### src/rtl/core/hbcs_pkg.sv
// ----------------------------------------------------------------------------
// hbcs_pkg
// Types and constants for the hue blob centroid steering unit.
// ----------------------------------------------------------------------------
`default_nettype none

package hbcs_pkg;

   // sequencer states, one-hot
   typedef enum logic [3:0] {
      ST_IDLE    = 4'b0001,
      ST_DIV_COL = 4'b0010,
      ST_DIV_ROW = 4'b0100,
      ST_OUT     = 4'b1000
   } hbcs_state_type;

   // register index, byte address is 4 * index
   typedef enum logic [2:0] {
      REG_HUE_MIN     = 3'd0,
      REG_HUE_MAX     = 3'd1,
      REG_CENTRE_LOW  = 3'd2,
      REG_CENTRE_HIGH = 3'd3,
      REG_OUTER_LOW   = 3'd4,
      REG_OUTER_HIGH  = 3'd5,
      REG_NEAR_COUNT  = 3'd6
   } hbcs_reg_type;

   localparam int CSR_ADDR_W = 5;
   localparam int SUM_W      = 30;
   localparam int COUNT_W    = 21;
   localparam int COORD_W    = 10;
   localparam int HUE_W      = 8;

   // reset values of the registers
   localparam logic [7:0]  HUE_MIN_RST     = 8'd102;
   localparam logic [7:0]  HUE_MAX_RST     = 8'd125;
   localparam logic [9:0]  CENTRE_LOW_RST  = 10'd300;
   localparam logic [9:0]  CENTRE_HIGH_RST = 10'd340;
   localparam logic [9:0]  OUTER_LOW_RST   = 10'd270;
   localparam logic [9:0]  OUTER_HIGH_RST  = 10'd370;
   localparam logic [20:0] NEAR_COUNT_RST  = 21'd1900;

   // steering commands in tenths
   localparam logic [1:0]        FWD_STOP     = 2'd0;
   localparam logic [1:0]        FWD_SLOW     = 2'd1;
   localparam logic [1:0]        FWD_FAST     = 2'd2;
   localparam logic signed [3:0] TURN_NONE    = 4'sd0;
   localparam logic signed [3:0] TURN_LEFT    = 4'sd1;
   localparam logic signed [3:0] TURN_RIGHT   = -4'sd1;
   localparam logic signed [3:0] TURN_DEFAULT = 4'sd2;
   localparam logic signed [3:0] TURN_SEARCH  = 4'sd5;

endpackage

`default_nettype wire

### src/rtl/core/hue_blob_centroid_steering_unit.sv
// ----------------------------------------------------------------------------
// hue_blob_centroid_steering_unit
// Hue-threshold blob centroid tracker with a steering command output.
// ----------------------------------------------------------------------------
// Usage:
//   req channel carries pixels and decide transactions. req_tuser[0] is the
//   action (0 pixel, 1 decide), req_tuser[1] is frame_start. A pixel with a
//   matching hue adds its column and row to the sums.
//   A decide transaction starts the divider: one shared restoring subtract
//   unit produces one quotient bit per cycle, first for the centroid column
//   and then for the row. The result is registered on the rsp channel from
//   the ST_OUT state, which a decide enters directly when no pixel matched;
//   req_tready is low from the decide until the result is loaded.
//   Pixels keep one per cycle while the unit is idle and are accepted while a
//   result waits on rsp. If the output register is full and rsp_tready is low,
//   a ready result is held in the sequencer and nothing is accepted until the
//   output register frees. Registers are written over the csr port (APB
//   style, pready always high) and the user must change them only while the
//   unit is idle; the unit does not enforce this. Synchronous reset restores
//   the register defaults, clears sums, count, the sequencer and the output valid.
// ----------------------------------------------------------------------------
`default_nettype none

module hue_blob_centroid_steering_unit #(
   parameter int MAX_COLS = 1024,
   parameter int MAX_ROWS = 1024
) (
   input  wire logic        clock,
   input  wire logic        reset,
   // request stream
   input  wire logic        req_tvalid,
   output logic             req_tready,
   input  wire logic [31:0] req_tdata,   // hue[7:0], col[17:8], row[27:18], zero pad
   input  wire logic [1:0]  req_tuser,   // action[0], frame_start[1]
   // response stream
   output logic             rsp_tvalid,
   input  wire logic        rsp_tready,
   // forward_tenths[1:0], turn_tenths[5:2], blob_seen[6], target_close[7],
   // centroid_col[17:8], centroid_row[27:18], zero pad
   output logic [31:0]      rsp_tdata,
   // configuration port
   input  wire logic        csr_psel,
   input  wire logic        csr_penable,
   input  wire logic        csr_pwrite,
   input  wire logic [hbcs_pkg::CSR_ADDR_W-1:0] csr_paddr,
   input  wire logic [31:0] csr_pwdata,
   output logic [31:0]      csr_prdata,
   output logic             csr_pready
);

   localparam logic [12:0] COL_LIMIT = 13'(MAX_COLS);
   localparam logic [12:0] ROW_LIMIT = 13'(MAX_ROWS);

   // configuration registers
   logic [7:0]  hue_min_ff, hue_max_ff;
   logic [9:0]  centre_low_ff, centre_high_ff, outer_low_ff, outer_high_ff;
   logic [20:0] near_count_ff;

   // accumulators
   logic [hbcs_pkg::SUM_W-1:0]   col_sum_ff, col_sum_in;
   logic [hbcs_pkg::SUM_W-1:0]   row_sum_ff, row_sum_in;
   logic [hbcs_pkg::COUNT_W-1:0] count_ff, count_in;

   // sequencer and divider
   hbcs_pkg::hbcs_state_type state_ff, state_in;
   logic [3:0]  step_ff, step_in;
   logic [20:0] rem_ff, rem_in;
   logic [9:0]  dsh_ff, dsh_in;
   logic [9:0]  quo_ff, quo_in;
   logic [9:0]  pc_ff, pc_in;
   logic [9:0]  pr_ff, pr_in;

   // output register
   logic        rsp_valid_ff, rsp_valid_in;
   logic [31:0] rsp_data_ff, rsp_data_in;

   // request fields
   logic       req_action, req_frame_start;
   logic [7:0] req_hue;
   logic [9:0] req_col, req_row;
   logic       req_fire, rsp_free, csr_write;

   // divider step
   logic [21:0] trial;
   logic        qbit;
   logic [20:0] rem_next;
   logic [9:0]  quo_next;

   // pixel path
   logic [hbcs_pkg::SUM_W-1:0]   col_base, row_base;
   logic [hbcs_pkg::COUNT_W-1:0] count_base;
   logic                         pix_match;

   // steering
   logic [1:0]        cmd_fwd;
   logic signed [3:0] cmd_turn;
   logic              cmd_seen, cmd_close;

   assign req_action      = req_tuser[0];
   assign req_frame_start = req_tuser[1];
   assign req_hue         = req_tdata[7:0];
   assign req_col         = req_tdata[17:8];
   assign req_row         = req_tdata[27:18];

   assign req_tready = (state_ff == hbcs_pkg::ST_IDLE);
   assign req_fire   = req_tvalid & req_tready;
   assign rsp_free   = ~rsp_valid_ff | rsp_tready;
   assign rsp_tvalid = rsp_valid_ff;
   assign rsp_tdata  = rsp_data_ff;

   // ---------------------------------------------------------------- csr port
   assign csr_pready = 1'b1;
   assign csr_write  = csr_psel & csr_penable & csr_pwrite & csr_pready;

   always_comb begin
      unique case (hbcs_pkg::hbcs_reg_type'(csr_paddr[4:2]))
         hbcs_pkg::REG_HUE_MIN:     csr_prdata = {24'd0, hue_min_ff};
         hbcs_pkg::REG_HUE_MAX:     csr_prdata = {24'd0, hue_max_ff};
         hbcs_pkg::REG_CENTRE_LOW:  csr_prdata = {22'd0, centre_low_ff};
         hbcs_pkg::REG_CENTRE_HIGH: csr_prdata = {22'd0, centre_high_ff};
         hbcs_pkg::REG_OUTER_LOW:   csr_prdata = {22'd0, outer_low_ff};
         hbcs_pkg::REG_OUTER_HIGH:  csr_prdata = {22'd0, outer_high_ff};
         hbcs_pkg::REG_NEAR_COUNT:  csr_prdata = {11'd0, near_count_ff};
         default:                   csr_prdata = 32'd0;
      endcase
   end

   always_ff @(posedge clock) begin
      if (reset) begin
         hue_min_ff     <= hbcs_pkg::HUE_MIN_RST;
         hue_max_ff     <= hbcs_pkg::HUE_MAX_RST;
         centre_low_ff  <= hbcs_pkg::CENTRE_LOW_RST;
         centre_high_ff <= hbcs_pkg::CENTRE_HIGH_RST;
         outer_low_ff   <= hbcs_pkg::OUTER_LOW_RST;
         outer_high_ff  <= hbcs_pkg::OUTER_HIGH_RST;
         near_count_ff  <= hbcs_pkg::NEAR_COUNT_RST;
      end else if (csr_write) begin
         unique case (hbcs_pkg::hbcs_reg_type'(csr_paddr[4:2]))
            hbcs_pkg::REG_HUE_MIN:     hue_min_ff     <= csr_pwdata[7:0];
            hbcs_pkg::REG_HUE_MAX:     hue_max_ff     <= csr_pwdata[7:0];
            hbcs_pkg::REG_CENTRE_LOW:  centre_low_ff  <= csr_pwdata[9:0];
            hbcs_pkg::REG_CENTRE_HIGH: centre_high_ff <= csr_pwdata[9:0];
            hbcs_pkg::REG_OUTER_LOW:   outer_low_ff   <= csr_pwdata[9:0];
            hbcs_pkg::REG_OUTER_HIGH:  outer_high_ff  <= csr_pwdata[9:0];
            hbcs_pkg::REG_NEAR_COUNT:  near_count_ff  <= csr_pwdata[20:0];
            default: ;
         endcase
      end
   end

   // -------------------------------------------------------------- pixel path
   always_comb begin
      col_base   = req_frame_start ? '0 : col_sum_ff;
      row_base   = req_frame_start ? '0 : row_sum_ff;
      count_base = req_frame_start ? '0 : count_ff;
      // top count bit set means a full frame has been counted
      pix_match  = (req_hue >= hue_min_ff) && (req_hue <= hue_max_ff) &&
                   ({3'b000, req_col} < COL_LIMIT) && ({3'b000, req_row} < ROW_LIMIT) &&
                   !count_base[hbcs_pkg::COUNT_W-1];
   end

   always_comb begin
      col_sum_in = col_sum_ff;
      row_sum_in = row_sum_ff;
      count_in   = count_ff;
      if (req_fire && !req_action) begin
         col_sum_in = pix_match ? col_base + hbcs_pkg::SUM_W'(req_col) : col_base;
         row_sum_in = pix_match ? row_base + hbcs_pkg::SUM_W'(req_row) : row_base;
         count_in   = pix_match ? count_base + 1'b1 : count_base;
      end
   end

   always_ff @(posedge clock) begin
      if (reset) begin
         col_sum_ff <= '0;
         row_sum_ff <= '0;
         count_ff   <= '0;
      end else begin
         col_sum_ff <= col_sum_in;
         row_sum_ff <= row_sum_in;
         count_ff   <= count_in;
      end
   end

   // ---------------------------------------------------------------- divider
   // quotient is below 1024, so the upper sum bits start out below the count
   always_comb begin
      trial    = {rem_ff, dsh_ff[9]};
      qbit     = (trial >= {1'b0, count_ff});
      rem_next = qbit ? 21'(trial - {1'b0, count_ff}) : trial[20:0];
      quo_next = {quo_ff[8:0], qbit};
   end

   // -------------------------------------------------------------- steering
   always_comb begin
      cmd_seen  = (count_ff != '0);
      cmd_close = 1'b0;
      cmd_fwd   = hbcs_pkg::FWD_STOP;
      cmd_turn  = hbcs_pkg::TURN_SEARCH;
      if (cmd_seen) begin
         priority if (pc_ff >= centre_low_ff && pc_ff <= centre_high_ff) begin
            cmd_fwd  = hbcs_pkg::FWD_FAST;
            cmd_turn = hbcs_pkg::TURN_NONE;
         end else if (pc_ff >= outer_low_ff && pc_ff <= centre_low_ff) begin
            cmd_fwd  = hbcs_pkg::FWD_SLOW;
            cmd_turn = hbcs_pkg::TURN_LEFT;
         end else if (pc_ff >= centre_high_ff && pc_ff <= outer_high_ff) begin
            cmd_fwd  = hbcs_pkg::FWD_SLOW;
            cmd_turn = hbcs_pkg::TURN_RIGHT;
         end else begin
            cmd_fwd  = hbcs_pkg::FWD_STOP;
            cmd_turn = hbcs_pkg::TURN_DEFAULT;
         end
         if (count_ff >= near_count_ff) begin
            cmd_fwd   = hbcs_pkg::FWD_STOP;
            cmd_turn  = hbcs_pkg::TURN_NONE;
            cmd_close = 1'b1;
         end
      end
   end

   // ------------------------------------------------------------- sequencer
   always_comb begin
      state_in     = state_ff;
      step_in      = step_ff;
      rem_in       = rem_ff;
      dsh_in       = dsh_ff;
      quo_in       = quo_ff;
      pc_in        = pc_ff;
      pr_in        = pr_ff;
      rsp_valid_in = rsp_valid_ff & ~rsp_tready;
      rsp_data_in  = rsp_data_ff;
      unique case (state_ff)
         hbcs_pkg::ST_IDLE: begin
            if (req_fire && req_action) begin
               step_in = '0;
               quo_in  = '0;
               rem_in  = {1'b0, col_sum_ff[29:10]};
               dsh_in  = col_sum_ff[9:0];
               if (count_ff == '0) begin
                  pc_in    = '0;
                  pr_in    = '0;
                  state_in = hbcs_pkg::ST_OUT;
               end else begin
                  state_in = hbcs_pkg::ST_DIV_COL;
               end
            end
         end
         hbcs_pkg::ST_DIV_COL: begin
            rem_in  = rem_next;
            dsh_in  = {dsh_ff[8:0], 1'b0};
            quo_in  = quo_next;
            step_in = step_ff + 1'b1;
            if (step_ff == 4'd9) begin
               pc_in    = quo_next;
               step_in  = '0;
               quo_in   = '0;
               rem_in   = {1'b0, row_sum_ff[29:10]};
               dsh_in   = row_sum_ff[9:0];
               state_in = hbcs_pkg::ST_DIV_ROW;
            end
         end
         hbcs_pkg::ST_DIV_ROW: begin
            rem_in  = rem_next;
            dsh_in  = {dsh_ff[8:0], 1'b0};
            quo_in  = quo_next;
            step_in = step_ff + 1'b1;
            if (step_ff == 4'd9) begin
               pr_in    = quo_next;
               state_in = hbcs_pkg::ST_OUT;
            end
         end
         hbcs_pkg::ST_OUT: begin
            if (rsp_free) begin
               rsp_valid_in = 1'b1;
               rsp_data_in  = {4'd0, pr_ff, pc_ff, cmd_close, cmd_seen, cmd_turn, cmd_fwd};
               state_in     = hbcs_pkg::ST_IDLE;
            end
         end
         default: state_in = hbcs_pkg::ST_IDLE;
      endcase
   end

   always_ff @(posedge clock) begin
      if (reset) begin
         state_ff     <= hbcs_pkg::ST_IDLE;
         step_ff      <= '0;
         rsp_valid_ff <= 1'b0;
      end else begin
         state_ff     <= state_in;
         step_ff      <= step_in;
         rsp_valid_ff <= rsp_valid_in;
      end
   end

   always_ff @(posedge clock) begin
      rem_ff      <= rem_in;
      dsh_ff      <= dsh_in;
      quo_ff      <= quo_in;
      pc_ff       <= pc_in;
      pr_ff       <= pr_in;
      rsp_data_ff <= rsp_data_in;
   end

   // ------------------------------------------------------------ assertions
   // partial remainder stays below the divisor during a division
   a_rem_below_count: assert property (@(posedge clock) disable iff (reset)
      (state_ff == hbcs_pkg::ST_DIV_COL || state_ff == hbcs_pkg::ST_DIV_ROW)
      |-> (rem_ff < count_ff))
      else $error("divider remainder not below count");

   // a near target stops the robot
   a_close_stops: assert property (@(posedge clock) disable iff (reset)
      (rsp_valid_ff && rsp_data_ff[7]) |-> (rsp_data_ff[5:0] == 6'd0 && rsp_data_ff[6]))
      else $error("target_close without stop command");

   // no blob gives search spin and a zero centroid
   a_no_blob_search: assert property (@(posedge clock) disable iff (reset)
      (rsp_valid_ff && !rsp_data_ff[6])
      |-> (rsp_data_ff[5:2] == hbcs_pkg::TURN_SEARCH && rsp_data_ff[27:8] == 20'd0))
      else $error("no-blob response malformed");

   // a decide with an empty count skips the divider
   a_empty_skips_divide: assert property (@(posedge clock) disable iff (reset)
      (req_fire && req_action && count_ff == '0) |=> (state_ff == hbcs_pkg::ST_OUT))
      else $error("empty decide entered divider");

endmodule

`default_nettype wire

### config.mk
export PLATFORM = sky130hd
export DESIGN_NAME = hue_blob_centroid_steering_unit
export DESIGN_NICKNAME = d
export VERILOG_FILES = /design/src/rtl/core/hbcs_pkg.sv /design/src/rtl/core/hue_blob_centroid_steering_unit.sv
export SDC_FILE = /design/constraint.sdc
export NUM_CORES = 1
export LEC_CHECK = 0
export BUFFER_PORTS_ARGS = -buffer_cell sky130_fd_sc_hd__buf_4
export CAP_MARGIN = 20
export CORE_AREA = 2 2 172 174
export DETAILED_ROUTE_END_ITERATION = 10
export DIE_AREA = 0 0 174 176
export PLACE_DENSITY = 0.77
export SLEW_MARGIN = 5
export SYNTH_ARGS = -nofsm -noshare
export SYNTH_HDL_FRONTEND = slang
export SYNTH_SLANG_ARGS = --single-unit
### constraint.sdc
create_clock -name clock -period 4 [get_ports clock]
set_clock_uncertainty 0.2 [all_clocks]
set_input_delay 0.4 -clock clock [delete_from_list [all_inputs] [get_ports clock]]
set_output_delay 0.4 -clock clock [all_outputs]
set_load 0.03 [all_outputs]
* Yosys cells after proc, flatten, opt, wreduce, memory -nomap -nowiden
Cells that the tools add are included.
** Word-level totals
- Flip-flop bits (word level) :: 255
- Latch bits :: 0
- Bits in writable memories :: 0
- Memory bits (read-only) :: 0
- Output and inout bits :: 67
- Logic and storage cells :: 133
- Memories :: 0
** Cells by class
- $add $sub $neg :: 5
- Multiply operators :: 0
- Div/mod/pow operators :: 0
- Magnitude comparators :: 10
- Eq/ne operators :: 16
- Shift-type cells :: 0
- Multiplexer cells :: 41
- Bitwise operators :: 8
- Reductions and logical operators :: 30
** Operator list (count)
- $pmux W21 S7 :: 1
- $mux W30 :: 4
- $mux W21 :: 5
- $pmux W21 S3 :: 1
- $add A30 B10 Y30 :: 2
- $mux W10 :: 5
- $pmux W10 S2 :: 2
- $mux W4 :: 8
- $ge A10 B10 Y1 :: 3
- $le A10 B10 Y1 :: 3
- $pmux W10 S3 :: 1
- $pmux W9 S3 :: 1
- $ge A22 B21 Y1 :: 1
- $add A21 B1 Y21 const B :: 1
- $ge A21 B21 Y1 :: 1
- $logic_not A21 Y1 :: 1
- $reduce_bool A21 Y1 :: 1
- $sub A21 B21 Y21 :: 1
- $mux W9 :: 2
- $reduce_and A2 Y1 :: 9
- $pmux W4 S4 :: 1
- $pmux W4 S3 :: 1
- $reduce_and A4 Y1 :: 3
- $eq A3 B3 Y1 const B :: 3
- other kinds (25) :: 49

* Longest topological paths before layout
Gate-level depths: netlist of run 1.
- Depth after elaboration :: 6
- Mapped depth :: 15
- Depth with buffers taken out :: 11

* Least setup slack after synthesis of run 1
Ideal clock, no wire load.
- Path kind :: input -> register
- From :: input port req_tuser[1]
- To :: register row_sum_ff[28] in the netlist's numbering
- Arrival :: 3.736 ns
- Slack :: -0.007 ns
- Stages :: 15
- Path through :: clkbuf_1 clkbuf_1 clkbuf_1 clkbuf_1 nor2b_1 ha_1 fa_1 a21o_1 a211oi_1 o21ai_0 a41o_1 nand4_1 clkbuf_1 o211ai_1 a21oi_1
** On the way
- Cells in the longest elaborated chain, start to end :: 4
** Ends and longest elaborated chain
- from (decl) :: RTL line hue_blob_centroid_steering_unit.sv:34 : input wire logic [1:0] req_tuser,
- branches (longest 3 deep; another with $add A30 B10 Y30)
- $mux W30 * :: RTL line hue_blob_centroid_steering_unit.sv:168 : row_sum_in = pix_match ? row_base + hbcs_pkg::SUM_W'(req_row) : row_base;
- to (signal assigned) :: RTL line hue_blob_centroid_steering_unit.sv:180 : row_sum_ff <= row_sum_in;
- to (decl) :: RTL line hue_blob_centroid_steering_unit.sv:61 : logic [hbcs_pkg::SUM_W-1:0] row_sum_ff, row_sum_in;
Every way passes the cells marked *.
A chain may end at the register's enable or synchronous reset.

* Worst setup path after layout of run 1
- From :: register count_ff[11] in the netlist's numbering
- To :: register rem_ff[20], data pin
** On the way
- Cells in the longest elaborated chain, start to end :: 4
** Ends and longest elaborated chain
- from (decl) :: RTL line hue_blob_centroid_steering_unit.sv:62 : logic [hbcs_pkg::COUNT_W-1:0] count_ff, count_in;
- from (signal assigned) :: RTL line hue_blob_centroid_steering_unit.sv:181 : count_ff <= count_in;
- $sub A21 B21 Y21 or $ge A22 B21 Y1 (tied branches) :: RTL line hue_blob_centroid_steering_unit.sv:190, hue_blob_centroid_steering_unit.sv:189
- $mux W21 * :: RTL line hue_blob_centroid_steering_unit.sv:190 : rem_next = qbit ? 21'(trial - {1'b0, count_ff}) : trial[20:0];
- $mux W21 :: RTL line hue_blob_centroid_steering_unit.sv:254 : if (step_ff == 4'd9) begin
- $pmux W21 S3 * :: RTL line hue_blob_centroid_steering_unit.sv:233 : unique case (state_ff)
- via rem_in[20] :: RTL line hue_blob_centroid_steering_unit.sv:67 : logic [20:0] rem_ff, rem_in;
- to (signal assigned) :: RTL line hue_blob_centroid_steering_unit.sv:297 : rem_ff <= rem_in;
- to (decl) :: RTL line hue_blob_centroid_steering_unit.sv:67
Mark *: on every way through the listed nets, which the timed path passes. The rest lies on a longest branch.

==> impl_metrics.toml, run 1 <==
[detailed_routing]
vias_per_cell = 6.11
wl_um = 42200
drc = 0
topRoutingLayerUsed = "met4"
route.met3.wl_um = 2710
wl_per_cell_um = 18.6
vias = 13880
ant_nets = 0
drt_iter0_drc = 1282
first_pass_iters = 9
wl_met1_um = 17700
wl_met2_um = 20000

[power_and_ir_drop]
power.internal_mw = 5.09
peakVddDrop_v = 0.000357
p_seq_frac = 0.421
power_frac_comb = 0.197
switchingPower_mw = 2.09
swShare = 0.291
power_density_mw_per_mm2 = 399
p_leak_nw = 7.13
clock_power_share = 0.382

[synth]
synth_top_area_share = 0.215
ys_top_cells_by_area = "dfxtp_1, edfxtp_1, ha_1"
synth_simple_gate_area_frac = 0.185
async_flop_share = 0
synth_edf_count = 88
ys_seq_area_frac = 0.384
synth-compound-area-share = 0.203
yosys.area_share.adder = 0.101
syn_inst = 1753
ys_seq_elements = 255
ys.flop_type = "dfxtp_1"
yosys_warnings = 0
yosysUniqueCellTypes = 83
synth-xor-area-share = 0.0186
syn_avg_cell_area_um2 = 8.88
synth_top_family_by_area = "compound AO/OA/AOI/OAI gates"
synthMuxAreaShare = 0.0468
syn_area_mm2 = 0.0156
synth_top_cell_by_area = "dfxtp_1"

[die]
chipHeight_um = 176
core_mm2 = 0.0285
num_io_pins = 145
rows = 62
fp.dieW_um = 174
initial_core_util = 0.546
dieArea_mm2 = 0.0306

[sta]
timing.fmax_mhz = 288
setup-violations-final = 0
grt_setup_unrepaired = "no"
tightestPinTransition_ns = 1.12
setup_ws_ns = 0.530
hold_slack_ns = 0.0168
hold_viol = 0
relSlewSlack = 0.254
setup_tns_ns = 0
final.min_clock_period_ns = 3.47
report.final.slew_viol_count = 0
min_period_over_period = 0.868

[critical_path]
critPathMaxFanout = 7
required_ns = 4.20
worst_path_max_delay_cell = "a21oi_1"
critPathMaxStageDelay_ns = 0.64
cp_top_family = "compound AO/OA/AOI/OAI gates"
end_kind = "flip-flop"
crit_top_cell = "a21oi_1"
critical_path_class = "reg2reg"
critPathBufInv = 1
crit_path_start_kind = "flip-flop"
worst_ep_arrival_time_ns = 3.67
crit_chain = "inv_1, ha_1, a21oi_1, o21ai_0, a21o_1, a2111oi_4, a21oi_1, o311ai_0, o31ai_1"

[finish]
fill_cells = 2373
drive_gt1_frac = 0.130
regArea_mm2 = 0.00599
layout_common_cells = "nand2_1, dfxtp_1, a21oi_1"
multi_input_area_mm2 = 0.00872
layout_commonest_cell = "nand2_1"
area_growth_pct = 15.6
nets = 2067

[grt]
grt_max_degree = 68
grt_overflow = 0
antenna_found_initial = 1
grt_pass1_vias = 13223
grt_pass1_wl_um = 68600
track_usage = 0.274

[clock_network]
htree_levels = 1
clkSinkCount = 255
cts_buffers = 29
cts_root_buf = "clkbuf_16"
cts_max_path_buffers = 3
postCtsSetupBuffers = 0
clk_pin_slew_ns = 0.06
cts_tree = "done"
insertion_delay_ns = 0.57

[placement]
dp_slack_ns = 0.567
globalplace.congestion = 0.916
dpl.hpwl_um = 30100
portBuffers = 111

[outcome]
outcome = "finished clean"

[run]
max_cap_violations = 0

[hold_path]
hold_path_class = "in2reg"
==> worst register-to-register path, cell delays in order, from the launching register on <==
cell and delay [ns]:
dfxtp_1 0.45, inv_1 0.12, ha_1 0.38, a21oi_1 0.11, o21ai_0 0.49, a21o_1 0.27, a2111oi_4 0.11, a21oi_1 0.64
o311ai_0 0.29, o31ai_1 0.24
==> kinds of logic (layout without fill, tap and decap cells) <==
kind of cell | after synthesis | count (layout)
simple gates | 572 | 572
buf+inv | 231 | 352
compound gates | 474 | 474
other cells | 2 | 17
fa+ha+maj | 124 | 124
xor+xnor | 33 | 33
mux | 62 | 62
flops | 255 | 255
==> final cells by class <==
cell class,count,share of cell area
Multi-Input combinational cell,1281,0.484
Sequential cell,255,0.332
Timing Repair Buffer,171,0.0753
Clock buffer,38,0.0438
Tap cell,384,0.0267
Inverter,127,0.0265
Clock inverter,16,0.0110
Antenna cell,1,0.000139
==> metrics by stage <==
step,std cells,power (mW),area (um^2),utilization
after floorplan,1767,4.01,15600,-
after global placement,2194,4.41,16800,0.588
after detailed placement,2194,4.44,16800,0.588
after CTS,2272,7.20,18000,0.631
after global routing,2272,7.49,18000,0.631
final,2273,7.18,18000,0.631
==> cell usage after synthesis, types with 22 or more instances <==
cell type    n
dfxtp_1    167
clkbuf_1    74
xnor2_1     22
a21o_1      29
nand2_1    203
a21oi_1    153
o21ai_0     82
o211ai_1    55
nand3_1     39
and2_1      28
nor2_1      90
inv_1      127
nor2b_1     47
nand4_1     33
edfxtp_1    88
mux2i_1     39
nor3_1      26
ha_1       121
==> power by group through the flow <==
stage / Combinational (mW) / Sequential (mW) / Clock [mW]
2_1_floorplan: 0.967 / 3.05 / 0
3_3_place_gp: 1.33 / 3.07 / 0
3_5_place_dp: 1.36 / 3.08 / 0
4_1_cts: 1.40 / 3.02 / 2.78
5_1_grt: 1.57 / 3.04 / 2.88
6_report: 1.41 / 3.03 / 2.74
==> state kept, by name, summed over array words and instances, names as in the netlist, 21 cells and up <==
signal,cells
rem_ff,21
col_sum_ff,30
row_sum_ff,30
rsp_tdata,28
count_ff,21
near_count_ff,21
==> what timing repair did <==
item / 4_1_cts / 5_1_grt
hold endpoints to repair: 79 / 0
hold buffers: 24 / 0
gates resized for setup: 0 / 0
==> worst paths after layout <==
check,startpoint,to,slack [ns],cells after the start
setup reg to reg,count_ff[11],rem_ff[20],0.53,9
hold / removal,req_tdata[18],row_sum_ff[0],0.02,4
hold reg to reg,pr_ff[9],rsp_tdata[27],0.22,0
setup / recovery,count_ff[11],rem_ff[20],0.53,9
==> metal layers <==
layer	GRT usage	up-vias
met4	0.113	0
met2	0.460	556
li1	-	6629
met1	0.360	6578
met5	0	-
met3	0.0325	117
No activity file was read; power rests on OpenSTA's default activity.
==> inputs of run 2 (changes only) <==
--- a/config.mk
+++ b/config.mk
@@ -7,9 +7,9 @@
 export LEC_CHECK = 0
 export BUFFER_PORTS_ARGS = -buffer_cell sky130_fd_sc_hd__buf_4
 export CAP_MARGIN = 20
-export CORE_AREA = 2 2 172 174
+export CORE_AREA = 2 2 122 243
 export DETAILED_ROUTE_END_ITERATION = 10
-export DIE_AREA = 0 0 174 176
+export DIE_AREA = 0 0 124 245
 export PLACE_DENSITY = 0.77
 export SLEW_MARGIN = 5
 export SYNTH_ARGS = -nofsm -noshare
==> run 2 against run 1 <==
  * Wire length grew 1.2%
  * Sequential power about the same
  * Worst hold slack improved by 0.017 ns
  * Critical path depth decreased by 1
  * Count of clock-buffer cells in the layout fell by 7
  * Sequential share of layout area increased by 0.25 points
  * Critical path type unchanged
  * Critical endpoint unchanged
==> impl_metrics.toml, run 2 (synthesis gave the netlist of run 1 again) <==
[critical_path]
r2r_setup_slack_ns = 0.56
worst_ep_arrival_time_ns = 3.62
critical_path_class = "reg2reg"
critPathMaxFanout = 7
required_ns = 4.18
end_kind = "flip-flop"
crit_path_start_kind = "flip-flop"

[sta]
grt_setup_unrepaired = "no"
hold_viol = 0
final.min_clock_period_ns = 3.44
setup-violations-final = 0
report.final.slew_viol_count = 0
min_period_over_period = 0.860
relSlewSlack = 0.238
timing.fmax_mhz = 291
tightestPinTransition_ns = 1.14
setup_tns_ns = 0
setup_ws_ns = 0.562

[grt]
grt_overflow = 0
grt_pass1_wl_um = 68400
grt_max_degree = 66
grt_pass1_vias = 13301
antenna_found_initial = 0
track_usage = 0.283

[clock_network]
postCtsSetupBuffers = 0
cts_buffers = 25
cts_tree = "done"
cts_max_path_buffers = 3
clk_pin_slew_ns = 0.06
htree_levels = 1
cts_root_buf = "clkbuf_16"
insertion_delay_ns = 0.55
clkSinkCount = 255

[detailed_routing]
vias = 13848
drc = 0
wl_um = 42700
wl_per_cell_um = 19.1
drt_iter0_drc = 1210
vias_per_cell = 6.18
first_pass_iters = 7
ant_nets = 0

[hold_path]
hold_path_class = "in2reg"

[power_and_ir_drop]
p_leak_nw = 7.09
power_density_mw_per_mm2 = 392
peakVddDrop_v = 0.000345

[finish]
layout_commonest_cell = "nand2_1"
final_util = 0.624
drive_gt1_frac = 0.129
area_growth_pct = 14.7
nets = 2064
fill_cells = 2469
layout_common_cells = "nand2_1, dfxtp_1, a21oi_1"
n_antenna_cell = 0
final_cells = 2241

[placement]
dpl.hpwl_um = 30000
portBuffers = 111
dp_slack_ns = 0.553
globalplace.congestion = 0.953
dpl.cell_count = 2171

[die]
rows = 88
fp.dieW_um = 124
core_mm2 = 0.0286
dieArea_mm2 = 0.0304
chipHeight_um = 245
num_io_pins = 145
initial_core_util = 0.544

[outcome]
outcome = "finished clean"

[run]
max_cap_violations = 0
run 2: changes by cell type in the layout (fill, tap and decap cells not counted), moves of 2 or more:
cell        previous run  this run
buf_4                146       148
clkbuf_16             29        25
clkinv_4               0         5
clkinv_2               4         2
clkbuf_1               6         4
clkinvlp_2             3         0
clkinvlp_4             2         0
run 2: metrics by stage:
| stage | power [mW] | area [um^2] | hold slack, ns |
|---|---|---|---|
| floorplan | 4.01 | 15600 | 0.200 |
| global placement | 4.42 | 16700 | 0.202 |
| detailed placement | 4.45 | 16700 | 0.205 |
| CTS | 6.99 | 17900 | 0.0257 |
| global route | 7.27 | 17900 | 0.0744 |
| finish | 7.00 | 17900 | 0.0335 |
run 2: final timing paths:
kind / endpoint / startpoint / cells after the start
min: row_sum_ff[0] / req_tdata[18] / 4
min reg2reg: rsp_tdata[27] / pr_ff[9] / 0
max: rem_ff[20] / count_ff[9] / 8
max reg2reg: rem_ff[20] / count_ff[9] / 8
run 2: layout make-up:
| type | count | area [um^2] | share of cell area |
|---|---|---|---|
| Multi-Input combinational cell | 1281 | 8730 | 0.488 |
| Sequential cell | 255 | 5990 | 0.335 |
| Tap cell | 360 | 450 | 0.0252 |
| Clock inverter | 15 | 210 | 0.0118 |
| Inverter | 127 | 477 | 0.0267 |
| Clock buffer | 31 | 668 | 0.0374 |
| Timing Repair Buffer | 172 | 1350 | 0.0756 |
run 2: critical path, cell delays in order, from the launching register on:
cell	delay (ns)
dfxtp_1	0.43
inv_1	0.10
ha_1	0.38
nand3_1	0.15
or4_1	0.62
a21o_1	0.25
a21oi_1	0.61
o311ai_0	0.28
o31ai_1	0.25
run 2: power by group:
| part | switching, mW | internal [mW] | total, mW |
|---|---|---|---|
| clock | 1.08 | 1.47 | 2.55 |
| combinational | 0.881 | 0.542 | 1.42 |
| sequential | 0.128 | 2.90 | 3.03 |
| total | 2.09 | 4.91 | 7.00 |
run 2: what timing repair did:
item	in CTS	in global routing
gates resized for setup	0	0
hold buffers	24	0
hold endpoints to repair	77	0
run 2: per-layer routing:
layer  vias up  share of wire  GRT usage
li1       6613              -          -
met1      6658           0.41      0.373
met2       493           0.49      0.481
met3        84          0.059     0.0242
met4         0          0.034     0.0998
met5         -              0          0
==> inputs of run 3 (changes only) <==
--- a/config.mk
+++ b/config.mk
@@ -7,10 +7,10 @@
 export LEC_CHECK = 0
 export BUFFER_PORTS_ARGS = -buffer_cell sky130_fd_sc_hd__buf_4
 export CAP_MARGIN = 20
-export CORE_AREA = 2 2 122 243
+export CORE_AREA = 2 2 184 366
+export CTS_CLUSTER_SIZE = 24
 export DETAILED_ROUTE_END_ITERATION = 10
-export DIE_AREA = 0 0 124 245
-export PLACE_DENSITY = 0.77
+export DIE_AREA = 0 0 186 368
 export SLEW_MARGIN = 5
 export SYNTH_ARGS = -nofsm -noshare
 export SYNTH_HDL_FRONTEND = slang
==> run 3 against run 2 <==
  * Non-clock buffer count grew 3
  * First-iteration DRC count shrank 32%
  * Maximum frequency shrank 5.9%
  * Sequential share of layout area shrank 1.1 points
  * Flip-flop and latch count is the same
  * Design area grew 3.4%
  * Critical endpoint unchanged
  * Clock power shrank 5%
  * Worst setup slack lost 0.22 ns
  * Utilization shrank 34 points
  * Wire length grew 23%
  * Largest power group unchanged
==> impl_metrics.toml, run 3 (synthesis gave the netlist of run 1 again) <==
[outcome]
outcome = "finished clean"

[sta]
min_period_over_period = 0.914
tightestPinTransition_ns = 1.08
relSlewSlack = 0.276
final.min_clock_period_ns = 3.66
setup_tns_ns = 0
report.final.slew_viol_count = 0
grt_setup_unrepaired = "no"
hold_viol = 0
hold_slack_ns = 0.0363
setup-violations-final = 0
timing.fmax_mhz = 274

[clock_network]
htree_levels = 1
postCtsSetupBuffers = 0
clkSinkCount = 255
clk_pin_slew_ns = 0.07
cts_tree = "done"
postCtsResizedCells = 0
insertion_delay_ns = 0.57
cts_root_buf = "clkbuf_16"
cts_buffers = 26
ctsHoldBuffers = 21
cts_max_path_buffers = 3

[critical_path]
critPathMaxStageDelay_ns = 0.71
critical_path_class = "reg2reg"
crit_path_start_kind = "flip-flop"
worst_path_max_delay_cell = "a21oi_1"
required_ns = 4.19
crit_top_cell = "a21oi_1"
worstSetupStartpoint = "count_ff[11]"
crit_chain = "inv_1, ha_1, a21oi_1, o21ai_0, a21o_1, a2111oi_4, a21oi_1, o311ai_0, o31ai_1"
critPathMaxFanout = 7
worst_ep_arrival_time_ns = 3.85
reg2reg_from = "count_ff[11]"
end_kind = "flip-flop"

[die]
rows = 133
chipHeight_um = 368
dieArea_mm2 = 0.0684
core_mm2 = 0.0657
fp.dieW_um = 186
initial_core_util = 0.237
num_io_pins = 145

[grt]
track_usage = 0.151
grt_overflow = 0
antenna_found_initial = 0
grt_pass1_vias = 14063
grt_pass1_wl_um = 79900
grt_max_degree = 69

[placement]
dpl.hpwl_um = 40900
portBuffers = 111
globalplace.congestion = 0.892

[detailed_routing]
drc = 0
vias = 14004
first_pass_iters = 10
drt_iter0_drc = 825
wl_per_cell_um = 19.0
ant_nets = 0
vias_per_cell = 5.07
wl_um = 52400

[finish]
fill_cells = 6961
layout_common_cells = "nand2_1, dfxtp_1, buf_4"
nets = 2068
area_growth_pct = 18.6
drive_gt1_frac = 0.130
n_antenna_cell = 0
layout_commonest_cell = "nand2_1"

[run]
max_cap_violations = 0

[power_and_ir_drop]
p_leak_nw = 7.08
peakVddDrop_v = 0.000250
power_density_mw_per_mm2 = 373

[hold_path]
hold_start = "req_tdata[18]"
hold_path_class = "in2reg"
[run 3: cell count changes in the layout (fill, tap and decap cells not counted), moves of 3 or more]
cell,change
buf_4,+6
clkinv_1,+4
clkinv_4,-4
dlygate4sd3_1,-3
clkinvlp_4,+3
bufinv_16,-3
[run 3: critical path, delay by kind of cell (launching register included)]
| family | cells | cell delay, ns |
|---|---|---|
| flops | 1 | 0.46 |
| fa+ha+maj | 1 | 0.38 |
| compound gates | 7 | 2.33 |
| buf+inv | 1 | 0.11 |
[run 3: final timing paths]
check	slack [ns]	endpoint	cells after the start
max	0.34	rem_ff[20]	9
min reg2reg	0.22	rsp_tdata[24]	0
max reg2reg	0.34	rem_ff[20]	9
min	0.04	row_sum_ff[0]	4
[run 3: routing by layer]
layer,vias to the layer above,share of wire,GRT usage
li1,6619,-,-
met1,6769,0.35,0.149
met2,444,0.53,0.282
met3,172,0.041,0.0183
met4,0,0.083,0.114
met5,-,0,0
[run 3: through the flow]
| stage | instances | total power, mW | setup WS [ns] | cell area, um^2 | util |
|---|---|---|---|---|---|
| after floorplan | 1767 | 4.01 | 0.0868 | 15600 | - |
| after global placement | 2694 | 4.48 | 0.402 | 17400 | 0.265 |
| after CTS | 2763 | 6.95 | 0.414 | 18500 | 0.281 |
| final | 2763 | 6.90 | 0.345 | 18500 | 0.281 |
| after global routing | 2763 | 7.21 | 0.105 | 18500 | 0.281 |
| after detailed placement | 2694 | 4.51 | 0.415 | 17400 | 0.265 |
[run 3: power breakdown]
part	switching [mW]	internal, mW
clock	1.11	1.31
sequential	0.124	2.90
combinational	0.907	0.544
[run 3: cell type report]
type | instances | area [um^2] | area share
well taps | 877 | 1100 | 0.0594
inverters | 127 | 477 | 0.0258
clock buffers | 30 | 687 | 0.0372
flip-flops and latches | 255 | 5990 | 0.324
repair buffers | 175 | 1370 | 0.0740
multi-input cells | 1281 | 8720 | 0.472
clock inverters | 18 | 138 | 0.00745
